===== config.mk =====
export PLATFORM = sky130hd
export DESIGN_NAME = scss_ctrl
export DESIGN_NICKNAME = d
export VERILOG_FILES = /design/src/rtl/sparse_chunked_sample_store_macros.svh /design/src/rtl/scss_pkg.sv /design/src/rtl/scss_ctrl.sv
export SDC_FILE = /design/constraint.sdc
export NUM_CORES = 1
export LEC_CHECK = 0
export BUFFER_PORTS_ARGS = -buffer_cell sky130_fd_sc_hd__buf_2
export CAP_MARGIN = 30
export CORE_AREA = 2 2 39 41
export DETAILED_ROUTE_END_ITERATION = 16
export DIE_AREA = 0 0 41 43
export PLACE_DENSITY = 0.54
export SYNTH_ARGS = -nofsm -noshare
export SYNTH_HDL_FRONTEND = slang
export SYNTH_SLANG_ARGS = --single-unit

===== constraint.sdc =====
create_clock -name clk -period 2 [get_ports clk]
set_clock_uncertainty 0.2 [all_clocks]
set_input_delay 0.4 -clock clk [delete_from_list [all_inputs] [get_ports clk]]
set_output_delay 0.4 -clock clk [all_outputs]
set_load 0.01 [all_outputs]

===== src/rtl/sparse_chunked_sample_store_macros.svh =====
// assertion macros shared by the rtl
`ifndef SPARSE_CHUNKED_SAMPLE_STORE_MACROS_SVH
`define SPARSE_CHUNKED_SAMPLE_STORE_MACROS_SVH

// same-cycle implication
`define SCSS_ASSERT_IMP(lbl, clk, rst_n, ante, cons, msg) \
	lbl: assert property (@(posedge clk) disable iff (!rst_n) (ante) |-> (cons)) \
		else $error(msg);

// next-cycle implication
`define SCSS_ASSERT_NXT(lbl, clk, rst_n, ante, cons, msg) \
	lbl: assert property (@(posedge clk) disable iff (!rst_n) (ante) |=> (cons)) \
		else $error(msg);

`endif


===== src/rtl/scss_pkg.sv =====
package scss_pkg;

	// field widths
	localparam int OPCODE_W     = 2;
	localparam int POSITION_W   = 32;
	localparam int SAMPLE_W     = 32;
	localparam int SRC_CH_W     = 2;
	localparam int STATUS_W     = 3;
	localparam int SLOTS_USED_W = 7;
	localparam int CHANNELS_W   = 2;
	localparam int SLOT_LIMIT_W = 7;
	localparam int CFG_IDX_W    = 1;
	localparam int CFG_DATA_W   = 7;

	// frames per chunk, a power of two so chunk and offset are bit fields
	localparam int CHUNK_FRAMES = 1024;

	// parameter defaults
	localparam int TABLE_CHUNKS_DEF = 4096;
	localparam int POOL_SLOTS_DEF   = 64;
	localparam int MAX_CHANNELS_DEF = 2;

	// opcodes
	localparam logic [OPCODE_W-1:0] OP_WRITE = 2'd0;
	localparam logic [OPCODE_W-1:0] OP_READ  = 2'd1;
	localparam logic [OPCODE_W-1:0] OP_CLEAR = 2'd2;

	// status codes
	localparam logic [STATUS_W-1:0] ST_OK        = 3'd0;
	localparam logic [STATUS_W-1:0] ST_UNMAPPED  = 3'd1;
	localparam logic [STATUS_W-1:0] ST_BEYOND    = 3'd2;
	localparam logic [STATUS_W-1:0] ST_EXHAUSTED = 3'd3;
	localparam logic [STATUS_W-1:0] ST_SKIPPED   = 3'd4;

	// register indexes
	localparam logic [CFG_IDX_W-1:0] REG_CHANNELS   = 1'd0;
	localparam logic [CFG_IDX_W-1:0] REG_SLOT_LIMIT = 1'd1;

	// register reset values
	localparam logic [CHANNELS_W-1:0]   CHANNELS_RST   = 2'd2;
	localparam logic [SLOT_LIMIT_W-1:0] SLOT_LIMIT_RST = 7'd64;

	typedef struct packed {
		logic capture;
		logic execute;
		logic sweep_en;
		logic sweep_init;
		logic load_out;
	} scss_cmd_t;

	typedef struct packed {
		logic is_clear;
		logic sweep_last;
	} scss_stat_t;

endpackage


===== src/rtl/scss_ctrl.sv =====
module scss_ctrl (
	input  logic                  clk,
	input  logic                  arst_n,
	input  logic                  frame_valid,
	output logic                  frame_ready,
	output logic                  result_valid,
	input  logic                  result_ready,
	output scss_pkg::scss_cmd_t   cmd,
	input  scss_pkg::scss_stat_t  stat
);
	import scss_pkg::*;

	typedef enum logic [2:0] {
		S_INIT,
		S_IDLE,
		S_LOOKUP,
		S_SWEEP,
		S_FINISH
	} state_t;

	state_t state_q;
	logic   out_valid_q;
	logic   can_load;

	assign can_load     = !out_valid_q || result_ready;
	assign result_valid = out_valid_q;

	always_comb begin
		cmd         = '0;
		frame_ready = 1'b0;
		case (state_q)
			S_INIT: begin
				cmd.sweep_en   = 1'b1;
				cmd.sweep_init = 1'b1;
			end
			S_IDLE: begin
				frame_ready = 1'b1;
			end
			S_LOOKUP: begin
				cmd.execute = 1'b1;
			end
			S_SWEEP: begin
				cmd.sweep_en = 1'b1;
			end
			S_FINISH: begin
				cmd.load_out = can_load;
				frame_ready  = can_load;
			end
			default: begin
			end
		endcase
		cmd.capture = frame_ready && frame_valid;
	end

	always_ff @(posedge clk or negedge arst_n) begin
		if (!arst_n) begin
			state_q     <= S_INIT;
			out_valid_q <= 1'b0;
		end else begin
			if (cmd.load_out) begin
				out_valid_q <= 1'b1;
			end else if (result_ready) begin
				out_valid_q <= 1'b0;
			end
			case (state_q)
				S_INIT: begin
					if (stat.sweep_last) state_q <= S_IDLE;
				end
				S_IDLE: begin
					if (cmd.capture) state_q <= S_LOOKUP;
				end
				S_LOOKUP: begin
					state_q <= stat.is_clear ? S_SWEEP : S_FINISH;
				end
				S_SWEEP: begin
					if (stat.sweep_last) state_q <= S_FINISH;
				end
				S_FINISH: begin
					if (cmd.load_out) state_q <= cmd.capture ? S_LOOKUP : S_IDLE;
				end
				default: begin
					state_q <= S_INIT;
				end
			endcase
		end
	end

endmodule


Yosys cells after proc, flatten, opt, wreduce, memory -nomap -nowiden --
Cells that the tools add are included.
Cells by class: eq/ne operators 8, muxes and demuxes 14, reductions and logical operators 7
Operators by type and width (number):
- 3-bit 2-to-1 mux | 5
- 3-bit case mux with 5 select lines | 1
- 2-bit inequality test, second input constant | 4
- 3-bit by 2-bit == test with 1-bit output, second input constant | 2
- 1-bit 2-to-1 mux | 6
- 4-bit AND reduction | 1
- 3-bit by 1-bit == test with 1-bit output, second input constant | 1
- 3-bit == test, second input constant | 1
- 3-bit logical NOT | 1
- 2-bit 2-to-1 mux | 1
- 1-bit case mux with 2 select lines | 1
- 2-bit nonzero test | 1
- 2-bit OR reduction | 1
- 1-bit logical AND | 1
- 1-bit logical NOT | 1
- 1-bit logical OR | 1
Word-level totals: register bits after elaboration 4, input bits 6, output and inout port bits 7, logic and storage cells 31

Longest topological paths before layout --
depth in word-level cells 7, mapped depth 5, gate-level depth less buffers 4

Worst setup path after synthesis --
OpenSTA, ideal clock, no wires.
kind register -> output, start register out_valid_q (netlist: result_valid), end output cmd[4] (netlist bit), arrival 988 ps, required time 1400 ps, setup slack 412 ps, cell stages (with the launch flop) 5, buffers on the path 0, path through dfrtp_1 -> nand2b_1 -> nand2_1 -> o21a_1 -> nor2_1
RTL lines:
- start: declaration | line scss_ctrl.sv:22 | logic out_valid_q;
- start signal: assignment | line scss_ctrl.sv:58 | out_valid_q <= 1'b0;
- start signal: assignment | line scss_ctrl.sv:61 | out_valid_q <= 1'b1;
- start signal: assignment | line scss_ctrl.sv:63 | out_valid_q <= 1'b0;
- end: declaration | line scss_ctrl.sv:8 | output scss_pkg::scss_cmd_t cmd,

==> flow_metrics.env <==
export IMPL_wl_per_cell_um=9.86
export IMPL_clk_path_buf_depth=2
export IMPL_core_rowCount=14
export IMPL_whs_ns=0.246
export IMPL_maxSlewViolCount=0
export IMPL_first_iter_violations=2
export IMPL_core_area_um2=1380
export IMPL_die_area_um2=1760
export IMPL_syn_inst=41
export IMPL_post_route_util_pct=30.7
export IMPL_p_leak_nw=0.235
export IMPL_max_slew_margin_rel_pct=73.2
export IMPL_holdPathStages=2
export IMPL_track_usage_pct=10.4
export IMPL_clkTransAtPathRegs_ns=0.03
export IMPL_fmax_mhz=530
export IMPL_htree_levels=1
export IMPL_maxCapViolations=0
export IMPL_peakVddDrop_mv=0.469
export IMPL_dr_total_vias=327
export IMPL_dr_pass1_iters=2
export IMPL_ys_seq_area_share_pct=31.4
export IMPL_worstPathRequired_ns=1.40
export IMPL_synth_area_um2=319
export IMPL_avgViaCountPerCell=4.54
export IMPL_worst_path_max_fanout=13
export IMPL_grt_pass1_vias=332
export IMPL_gp_congestion=0.641
export IMPL_hp_class="primary input to flop"
export IMPL_end_kind="output pin"
export IMPL_crit_type="flop to output pin"
export IMPL_grt_antenna_before_repair=0
export IMPL_yosys_warnings=0
export IMPL_initial_core_util_pct=23.1
export IMPL_routed_wl_um=710
export IMPL_fin_setup_tns_ns=0
export IMPL_antennaDiodeCount=0
export IMPL_worstMarginPinSlew_ns=0.402
export IMPL_cts_hold_buf=1
export IMPL_p_per_area_nw_per_um2=1480
export IMPL_post_cts_resized=0
export IMPL_status="completed"
export IMPL_ys_types=19
export IMPL_cts_tree="done"
export IMPL_r2r_slack_ns=0.55
export IMPL_yosys_area_top_type="dfrtp_1"
export IMPL_die_y_um=43
export IMPL_cts_sinks=4
export IMPL_drive_above_1_share_pct=35.7
export IMPL_arrival_ns=1.29
export IMPL_n_fill_cell=175
export IMPL_cts_buffers=3
export IMPL_die_x_um=41
export IMPL_final_setup_viol_count=0
export IMPL_min_period_over_period_pct=94.3
export IMPL_final_nets=64
export IMPL_ioPinCount=13
export IMPL_syn_avg_cell_area_um2=7.78
export IMPL_r2r_cells=4
export IMPL_clock_root_buffer="clkbuf_4"
export IMPL_grt_pass1_wl_um=1190
export IMPL_grt_overflow=0
export IMPL_area_delta_synth_final_pct=33.3
export IMPL_syn_num_nets=47
export IMPL_clock_latency_ns=0.23
export IMPL_cts_setup_buffers=0
export IMPL_rsz0062_at_grt="no"
export IMPL_place_hpwl_um=586
export IMPL_port_buffers=12
export IMPL_grt_max_degree=14
export IMPL_critPathLaunchType="flop"
export IMPL_period_minus_slack_ns=1.89
export IMPL_place_ws_ns=0.273
export IMPL_setup_ws_ns=0.115
export IMPL_drc=0
export IMPL_synth_seq_cells=4
export IMPL_netlist_area_leader_share_pct=31.4
export IMPL_hold_viol_final=0
export IMPL_synthTopCellsByArea="dfrtp_1 (31%), nor2_1 (8.2%), nand2b_1 (7.8%)"
export IMPL_antenna_left=0
power breakdown:
part	switching, mW	internal, mW	leakage (nW)
Sequential	0.0673	0.114	0.0519
Clock	0.0286	0.0668	0.0138
Combinational	0.189	0.166	0.169
synthesized netlist by cell type:
library cell  n
a21oi_1       4
a32o_1        1
buf_2         2
buf_6         1
dfrtp_1       4
inv_1         1
nand2_1       6
nand2b_1      4
nand3_1       1
nand3b_4      1
nor2_1        7
nor3_1        2
nor3_2        1
o21a_1        1
o21ai_0       1
o21ai_2       1
o22ai_1       1
o2bb2ai_1     1
xor2_1        1
cells in the final DEF (no fill, tap or decap):
cell            n
nand2_1         6
nand3b_4        1
dlygate4sd3_1   1
xor2_1          1
o22ai_1         1
nor3_1          2
a21oi_1         4
nand3_1         1
o21ai_0         1
o2bb2ai_1       1
nand2b_1        4
o21a_1          1
buf_4           2
nor3_2          1
o21ai_2         1
clkbuf_4        3
buf_2          12
dfrtp_1         4
inv_1           1
nor2_1          7
a32o_1          1
area by class of cell:
type / count / area, um^2 / share of cell area [%]
multi-input combinational: 33 / 194 / 45.6
sequential: 4 / 100 / 23.5
timing repair buffer: 15 / 85.1 / 20.0
clock buffer: 3 / 22.5 / 5.29
tap: 16 / 20.0 / 4.71
inverter: 1 / 3.75 / 0.882
sequential cells by signal, indices dropped and copies added (netlist names):
name / count
result_valid: 1
state_q: 3
final timing paths:
path	from	end
worst max-delay path	state_q[1]	cmd[3]
worst min-delay path	frame_valid	state_q[1]
worst max register to register	state_q[1]	state_q[1]
worst min register to register	result_valid	result_valid
max in group asynchronous	arst_n	result_valid
min in group asynchronous	arst_n	state_q[2]
cells by family (layout without fill, tap and decap cells):
family                    Yosys count  count (layout)  share of synthesized area, %
DFF                                 4               4                          31.4
buffers and inverters               4              19                          7.84
xor gates and xnor gates            1               1                          2.75
AOI/OAI and AO/OA                  10              10                          20.8
and+or+nand+nor                    22              22                          37.3
layer usage:
metal | routed length (um) | vias to the layer above | track usage (%)
met1 | 339 | 146 | 12.1
met5 | 0 | - | 0
met4 | 8 | 0 | 10.0
met3 | 50 | 2 | 1.57
met2 | 311 | 11 | 15.0
li1 | - | 168 | -
through the flow:
step	instance area (um^2)	total power, mW	std cells
detailed placement	393	0.540	68
global placement	393	0.537	68
floorplan	319	0.423	41
global route	425	0.695	72
finish	425	0.632	72
CTS	425	0.645	72
worst max-delay path, stage by stage (launching register included):
cell and delay, ns:
dfrtp_1 0.57, inv_1 0.13, nor3_1 0.19, buf_2 0.16
No activity file was read; power rests on OpenSTA's default activity.
